[config.mk]
export PLATFORM = sky130hd
export DESIGN_NAME = ifbs_regs
export DESIGN_NICKNAME = d
export VERILOG_FILES = /design/src/rtl/info_frame_byte_stuffer_top_defines.svh /design/src/rtl/ifbs_pkg.sv /design/src/rtl/ifbs_regs.sv
export SDC_FILE = /design/constraint.sdc
export NUM_CORES = 1
export LEC_CHECK = 0
export BUFFER_PORTS_ARGS = -buffer_cell sky130_fd_sc_hd__buf_2
export CORE_MARGIN = 2
export CORE_UTILIZATION = 46
export CTS_CLUSTER_DIAMETER = 50
export DETAILED_ROUTE_END_ITERATION = 7
export PLACE_DENSITY = 0.8
export SETUP_SLACK_MARGIN = 0.2
export SYNTH_ARGS = -nofsm -noshare
export SYNTH_HDL_FRONTEND = slang
export SYNTH_SLANG_ARGS = --single-unit
[constraint.sdc]
create_clock -name clk -period 1.7 [get_ports clk]
set_input_delay 0.255 -clock clk [delete_from_list [all_inputs] [get_ports clk]]
set_output_delay 0.255 -clock clk [all_outputs]
set_load 0.02 [all_outputs]
[src/rtl/info_frame_byte_stuffer_top_defines.svh]
// Assertion macros shared by the byte stuffer RTL
`ifndef INFO_FRAME_BYTE_STUFFER_TOP_DEFINES_SVH
`define INFO_FRAME_BYTE_STUFFER_TOP_DEFINES_SVH

// Same-cycle implication, sampled on clk, idle during reset
`define IFBS_ASSERT_IMP(lbl, ante, cons) \
    lbl: assert property (@(posedge clk) disable iff (!rst_n) (ante) |-> (cons)) \
        else $error("ifbs: implication check failed");

// Next-cycle implication, sampled on clk, idle during reset
`define IFBS_ASSERT_NXT(lbl, ante, cons) \
    lbl: assert property (@(posedge clk) disable iff (!rst_n) (ante) |=> (cons)) \
        else $error("ifbs: next-cycle check failed");

`endif

[src/rtl/ifbs_pkg.sv]
// Shared types and constants for the information frame byte stuffer
`timescale 1ns / 1ps
`default_nettype none

package ifbs_pkg;

    localparam int BYTE_W     = 8;
    localparam int NUM_SLOTS  = 9;
    localparam int SLOT_IDX_W = $clog2(NUM_SLOTS);
    localparam int APB_ADDR_W = 5;
    localparam int APB_DATA_W = 32;

    // Register reset values
    localparam logic [BYTE_W-1:0] FLAG_RST   = 8'h7E;
    localparam logic [BYTE_W-1:0] ESCAPE_RST = 8'h7D;
    localparam logic [BYTE_W-1:0] MASK_RST   = 8'h20;
    localparam logic [BYTE_W-1:0] ADDR_RST   = 8'h03;
    localparam logic [BYTE_W-1:0] CTRL0_RST  = 8'h00;
    localparam logic [BYTE_W-1:0] CTRL1_RST  = 8'h40;

    // Register indexes (byte address = 4 * index)
    typedef enum logic [2:0] {
        REG_FLAG   = 3'd0,
        REG_ESCAPE = 3'd1,
        REG_MASK   = 3'd2,
        REG_ADDR   = 3'd3,
        REG_CTRL0  = 3'd4,
        REG_CTRL1  = 3'd5
    } reg_idx_t;

    // Slot order of the bytes one request can produce
    localparam int SLOT_OPEN_FLAG = 0;
    localparam int SLOT_ADDR      = 1;
    localparam int SLOT_CTRL      = 2;
    localparam int SLOT_HCHECK    = 3;
    localparam int SLOT_DATA_ESC  = 4;
    localparam int SLOT_DATA      = 5;
    localparam int SLOT_CHK_ESC   = 6;
    localparam int SLOT_CHK       = 7;
    localparam int SLOT_CLOSE     = 8;

    typedef struct packed {
        logic [BYTE_W-1:0] flag_byte;
        logic [BYTE_W-1:0] escape_byte;
        logic [BYTE_W-1:0] stuff_mask;
        logic [BYTE_W-1:0] address_byte;
        logic [BYTE_W-1:0] control_seq0;
        logic [BYTE_W-1:0] control_seq1;
    } cfg_t;

    // One request worth of line bytes, with a mask of the slots in use
    typedef struct packed {
        logic [NUM_SLOTS-1:0][BYTE_W-1:0] bytes;
        logic [NUM_SLOTS-1:0]             mask;
    } job_t;

endpackage

`default_nettype wire

[src/rtl/ifbs_regs.sv]
// APB configuration registers of the byte stuffer
`timescale 1ns / 1ps
`default_nettype none

module ifbs_regs
    import ifbs_pkg::*;
(
    input  wire logic                  clk,
    input  wire logic                  rst_n,
    input  wire logic                  psel,
    input  wire logic                  penable,
    input  wire logic                  pwrite,
    input  wire logic [APB_ADDR_W-1:0] paddr,
    input  wire logic [APB_DATA_W-1:0] pwdata,
    output logic      [APB_DATA_W-1:0] prdata,
    output logic                       pready,
    output cfg_t                       cfg
);

    cfg_t              cfg_reg;
    cfg_t              cfg_next;
    logic [2:0]        reg_sel;
    logic              wr_en;
    logic [BYTE_W-1:0] wr_byte;
    logic [BYTE_W-1:0] rd_byte;

    assign pready  = 1'b1;
    assign reg_sel = paddr[4:2];
    assign wr_en   = psel && penable && pwrite && pready;
    assign wr_byte = pwdata[BYTE_W-1:0];
    assign cfg     = cfg_reg;

    // Decode the write; unknown indexes drop the request
    always_comb
    begin
        cfg_next = cfg_reg;
        if (wr_en)
        begin
            case (reg_sel)
                REG_FLAG:   cfg_next.flag_byte    = wr_byte;
                REG_ESCAPE: cfg_next.escape_byte  = wr_byte;
                REG_MASK:   cfg_next.stuff_mask   = wr_byte;
                REG_ADDR:   cfg_next.address_byte = wr_byte;
                REG_CTRL0:  cfg_next.control_seq0 = wr_byte;
                REG_CTRL1:  cfg_next.control_seq1 = wr_byte;
                default:    cfg_next = cfg_reg;
            endcase
        end
    end

    // Read mux
    always_comb
    begin
        case (reg_sel)
            REG_FLAG:   rd_byte = cfg_reg.flag_byte;
            REG_ESCAPE: rd_byte = cfg_reg.escape_byte;
            REG_MASK:   rd_byte = cfg_reg.stuff_mask;
            REG_ADDR:   rd_byte = cfg_reg.address_byte;
            REG_CTRL0:  rd_byte = cfg_reg.control_seq0;
            REG_CTRL1:  rd_byte = cfg_reg.control_seq1;
            default:    rd_byte = '0;
        endcase
    end

    assign prdata = {{(APB_DATA_W-BYTE_W){1'b0}}, rd_byte};

    always_ff @(posedge clk or negedge rst_n)
    begin
        if (!rst_n)
        begin
            cfg_reg.flag_byte    <= FLAG_RST;
            cfg_reg.escape_byte  <= ESCAPE_RST;
            cfg_reg.stuff_mask   <= MASK_RST;
            cfg_reg.address_byte <= ADDR_RST;
            cfg_reg.control_seq0 <= CTRL0_RST;
            cfg_reg.control_seq1 <= CTRL1_RST;
        end
        else
        begin
            cfg_reg <= cfg_next;
        end
    end

endmodule

`default_nettype wire

==> reports/metrics.yaml, run 1 <==
place.gp.congestion: 0.7730
synth_area_leaders: "dfrtp_1 (32%), mux2_2 (22%), dfstp_2 (17%), buf_4 (8.1%), mux2i_1 (4.8%)"
fillers: 414
hold_path_end: "cfg[47]"
cp_max_fo: 2
status: "finished with violations"
antenna_found_initial: 0
insertion_delay_ns: 0.30
pin_count: 123
vias_per_cell: 5.060
yosysUniqueCellTypes: 23
cts_buffers: 5
grt_pass1_vias: 1850
synth_seq_cells: 48
maxSlewViolCount: 0
p_leak_nw: 1.705
fp.dieW_um: 77.70
drt_first_pass_iters: 4
worst_slack_ns: -0.01055
dieArea_mm2: 0.006037
endpoint_kind: "output pin"
yosys.area.top_type: "dfrtp_1"
synth_cells: 187
ir_drop_mv: 0.6307
drtIter0Drc: 50
netlist_area_mm2: 0.002499
final.setup.tns_ns: -0.01055
setup_viol: 1
root_buffer: "clkbuf_8"
start_util: 0.4831
io_buffers: 71
crit_family: "flip-flops"
wl_um: 6029
whs_path_depth: 2
hp-class: "in -> reg"
fmax_mhz: 584.6
syn_area_per_cell_um2: 13.36
final_antenna_net_count: 0
post-dp-hpwl_um: 4189
synthArstFlopShare: 1.000
p_per_area_mw_per_mm2: 1101
drv_cap: 0
power.total_mw: 3.662
grt_pass1_wl_um: 9356
cp_data_arrival_time_ns: 1.46
grt_util_all_layers: 0.2029
die_h_um: 77.70
rr_endpoint: "cfg[45]"
clk_pin_slew_ns: 0.09
synth-seq-area-share: 0.4887
wire_per_inst_um: 16.47
drive_above_1_share: 0.6959
skew_ns: 0
period_share: 1.006
hold_violations: 0
reg2reg_depth: 3
clock-sinks: 48
htree_levels: 2
crit_required_ns: 1.44
num_antenna_cells: 0
path_cells: "mux2_4 -> a221oi_4 -> a31oi_1 -> buf_4"
areaGrowthSynthToFinish_pct: 33.10
ys.flop_type: "dfrtp_1"
synth_edf_count: 0
grt_max_degree: 49
violations: "setup timing"
largest_reg_flops: 48
crit_type: "reg -> out"
yosysWarnings: 0
critPathSlowestCell: "dfrtp_1"
period_minus_slack_ns: 1.711
start_kind: "register"
num_rows: 26
reg2reg_slack_ns: 0.76
slowest_delay_ns: 0.39
core_mm2: 0.005172
cts_tree: "yes"
critical_path_buf_inv_count: 1
clock_path_buffers: 2
synth_top_area_frac: 0.3205
grt_overflow: 0
rsz0062_at_grt: "yes"
drc_errors: 0
r2r-start: "cfg[45]"
final_nets: 337
min_from: "pwdata[7]"
vias: 1852
pre_cts_ws_ns: 0.005460
==> what timing repair did <==
action,CTS,global route
setup buffers,8,5
pin swaps,3,3
hold buffers,1,0
endpoints found under the hold margin,32,0
setup endpoints to repair,8,8
gates resized for setup,12,10
==> power breakdown <==
part	internal, mW	switching [mW]
clock network	0.372	0.374
registers	1.42	0.169
logic	0.606	0.722
total	2.40	1.26
==> worst max-delay path by stage <==
stage,start,end,slack [ns],cells after the start
global route,cfg[24],prdata[0],-0.08,4
finish,cfg[40],prdata[0],-0.01,4
global placement,paddr[3],prdata[3],0.009,5
detailed placement,paddr[3],prdata[3],0.005,5
floorplan,paddr[4],prdata[0],0.15,5
CTS,cfg[25],prdata[1],-0.009,4
==> final cells by class <==
type                            instances  area, µm²  share of cell area
Multi-Input combinational cell        129       1214              0.3649
Inverter                                1      3.754            0.001129
Clock buffer                            8      100.1             0.03010
Tap cell                               70      87.58             0.02634
Timing Repair Buffer                  110      699.4              0.2103
Sequential cell                        48       1221              0.3672
==> synthesized netlist by cell type (all sizes together), types with 3 or more instances <==
master	number
a221oi	4
a31oi	4
buf	30
dfrtp	32
dfstp	16
mux2	56
mux2i	12
nand2	9
nor2	3
o21ai	4
o32a	4
==> per-stage QoR <==
stage	util	instances	area [µm²]	hold WS (ns)
finish	0.6430	366	3326	0.2472
global route	0.6430	366	3326	0.2536
CTS	0.6284	361	3251	0.2368
detailed placement	0.5859	344	3030	0.2591
global placement	0.5859	344	3030	0.2578
floorplan	-	210	2613	-0.04059
==> cells in the final DEF, fill, tap and decap left out, types with 2 or more instances in the layout <==
cell type and count:
a221oi_2 3, buf_4 42, clkbuf_4 2, mux2_4 12, nand2b_1 2, a31oi_1 2
mux2i_1 12, nand2_1 9, conb_1 25, buf_6 3, o32a_1 4, buf_2 61
clkbuf_8 7, a31oi_2 2, dfrtp_1 32, dfstp_2 16, mux2_2 44, nor2_2 3
o21ai_2 4
==> layer usage <==
layer,vias up,part of all wire,global-route usage
met5,-,0,0
met4,0,0.014,0.06607
met3,8,0.049,0.04651
met2,72,0.50,0.3319
met1,923,0.44,0.2665
li1,849,-,-
==> kinds of logic (layout without fill, tap and decap cells) <==
| logic type | Yosys count | in the layout | share of synthesized area |
|---|---|---|---|
| AO/OA/AOI/OAI | 16 | 16 | 0.04807 |
| buffers and inverters | 33 | 119 | 0.09163 |
| flip-flops | 48 | 48 | 0.4887 |
| multiplexers | 68 | 68 | 0.3125 |
| other | 2 | 25 | 0.003006 |
| AND/OR/NAND/NOR | 20 | 20 | 0.05609 |
No activity file was read; power rests on OpenSTA's default activity.
==> run 2: changes to the inputs <==
- CAP_MARGIN: not set -> 20
- CTS_CLUSTER_SIZE: not set -> 25
- RECOVER_POWER: not set -> 25
==> run 2 against run 1 <==
The run still ends with setup timing left. Die area unchanged. Critical path type unchanged. Sequential cell count unchanged. Core utilization decreased by 0.29 points. Critical endpoint unchanged. Global-route usage unchanged.
==> reports/metrics.yaml, run 2 (synthesis gave the netlist of run 1 again) <==
grt_overflow: 0  # unchanged
antenna_found_initial: 0  # unchanged
crit_path_end: "prdata[0]"
min_from: "pwdata[7]"
final_cell_area_mm2: 0.003311  # -0.45%
core_mm2: 0.005172  # unchanged
ir_drop_mv: 0.6307  # about the same
worst_slack_ns: -0.01055  # -0.000004500 ns
top_usage_layer: "met2"
hold_violations: 0  # unchanged
dieArea_mm2: 0.006037  # unchanged
whs_path_depth: 2  # unchanged
hold_slack_ns: 0.2472  # -0.000004000 ns
rr_endpoint: "cfg[45]"
num_antenna_cells: 0  # unchanged
p_sw_mw: 1.264  # about the same
grtUsageMet1: 0.2665  # unchanged
p_per_area_mw_per_mm2: 1105  # +0.32%
intPower_mw: 2.393  # -0.18%
pwr-share-clk: 0.204  # about the same
vias: 1852  # unchanged
die_h_um: 77.70  # unchanged
grt_pass1_wl_um: 9356  # unchanged
fmax_mhz: 584.6  # about the same
cts_buffers: 5  # unchanged
drt_first_pass_iters: 4  # unchanged
period_share: 1.006  # about the same
place.gp.congestion: 0.7730  # unchanged
start_util: 0.4831  # unchanged
layout_common_cells: "buf_2 (61), mux2_2 (44), buf_4 (42)"
num_rows: 26  # unchanged
grt_util_all_layers: 0.2029  # unchanged
io_buffers: 71  # unchanged
clock-sinks: 48  # unchanged
hp-class: "in -> reg"
clk_pin_slew_ns: 0.09  # about the same
met3_usage: 0.04651  # unchanged
setup_viol: 1  # unchanged
fin_cells: 366  # unchanged
r2r-start: "cfg[45]"
violations: "setup timing"
crit_start: "cfg[40]"
cts_tree: "yes"
crit_required_ns: 1.44  # about the same
cp_data_arrival_time_ns: 1.46  # about the same
drtIter0Drc: 49  # -2.0%
final_common_cell: "buf_2"
rsz0062_at_grt: "yes"
p_leak_nw: 1.699  # -0.31%
grt_max_degree: 49  # unchanged
clock_path_buffers: 2  # unchanged
placedInstanceArea_mm2: 0.003030  # unchanged
drive_above_1_share: 0.6959  # unchanged
drc_errors: 0  # unchanged
p_comb_frac: 0.362  # about the same
status: "finished with violations"
fp.dieW_um: 77.70  # unchanged
reg2reg_slack_ns: 0.76  # about the same
post-dp-hpwl_um: 4189  # unchanged
dp_cells: 344  # unchanged
root_buffer: "clkbuf_8"
grt_pass1_vias: 1850  # unchanged
drv_cap: 0  # unchanged
relSlewSlack: 0.2146
crit_type: "reg -> out"
areaGrowthSynthToFinish_pct: 32.50
maxSlewViolCount: 0  # unchanged
start_kind: "register"
cp_max_fo: 2  # unchanged
worst_pin_slew_ns: 1.178
pin_count: 123  # unchanged
vias_per_cell: 5.060  # unchanged
swShare: 0.3457  # about the same
seq_power_share: 0.434  # about the same
final_antenna_net_count: 0  # unchanged
period_minus_slack_ns: 1.711  # +0.000004500 ns
wire_per_inst_um: 16.47  # about the same
insertion_delay_ns: 0.30  # about the same
pre_cts_ws_ns: 0.005460  # unchanged
skew_ns: 0  # unchanged
endpoint_kind: "output pin"
met2_usage: 0.3319  # unchanged
wl_um: 6027  # about the same
final_nets: 337  # unchanged
htree_levels: 2  # unchanged
largest_reg_flops: 48  # unchanged
reg2reg_depth: 3  # unchanged
-- run 2: repair_timing --
item | in CTS | in global routing
hold endpoints to repair | 32 | 0
hold buffers | 1 | 0
setup buffers | 8 | 5
pin swaps | 3 | 3
setup endpoints to repair | 8 | 8
resized for setup | 12 | 10
-- run 2: routing by layer --
metal,vias to the layer above,routed length (µm)
met5,-,0
met4,0,87
met3,8,293
met2,72,3020
met1,923,2626
li1,849,-
-- run 2: final cells by class --
| cell class | instances | area [µm²] |
|---|---|---|
| Sequential cell | 48 | 1221 |
| Timing Repair Buffer | 110 | 684.4 |
| Multi-Input combinational cell | 129 | 1214 |
| Fill cell | 416 | 1862 |
| Inverter | 1 | 3.754 |
| Clock buffer | 8 | 100.1 |
| Tap cell | 70 | 87.58 |
-- run 2: worst min-delay path by stage --
stage               to  slack [ns]
3_3_place_gp   cfg[40]        0.26
6_report       cfg[47]        0.25
2_1_floorplan   cfg[0]       -0.04
5_1_grt        cfg[45]        0.25
3_5_place_dp   cfg[40]        0.26
4_1_cts        cfg[43]        0.24
-- run 2: power by group through the flow --
stage / Clock (mW) / Sequential (mW) / Combinational, mW
floorplan: 0 / 1.87 / 0.528
global placement: 0 / 1.60 / 1.14
detailed placement: 0 / 1.61 / 1.17
CTS: 0.766 / 1.58 / 1.27
global route: 0.815 / 1.62 / 1.40
finish: 0.746 / 1.59 / 1.32
-- run 2: worst max-delay path, stage by stage (launching register included) --
cell and delay [ns]:
dfrtp_1 0.39, mux2_4 0.29, a221oi_4 0.23, a31oi_1 0.08, buf_4 0.17
-- run 2: stage by stage --
step	power (mW)	utilization	setup TNS [ns]
3_3_place_gp	2.747	0.5859	0
4_1_cts	3.620	0.6284	-0.02071
6_report	3.657	0.6401	-0.01055
2_1_floorplan	2.398	-	0
3_5_place_dp	2.777	0.5859	0
5_1_grt	3.842	0.6401	-1.945
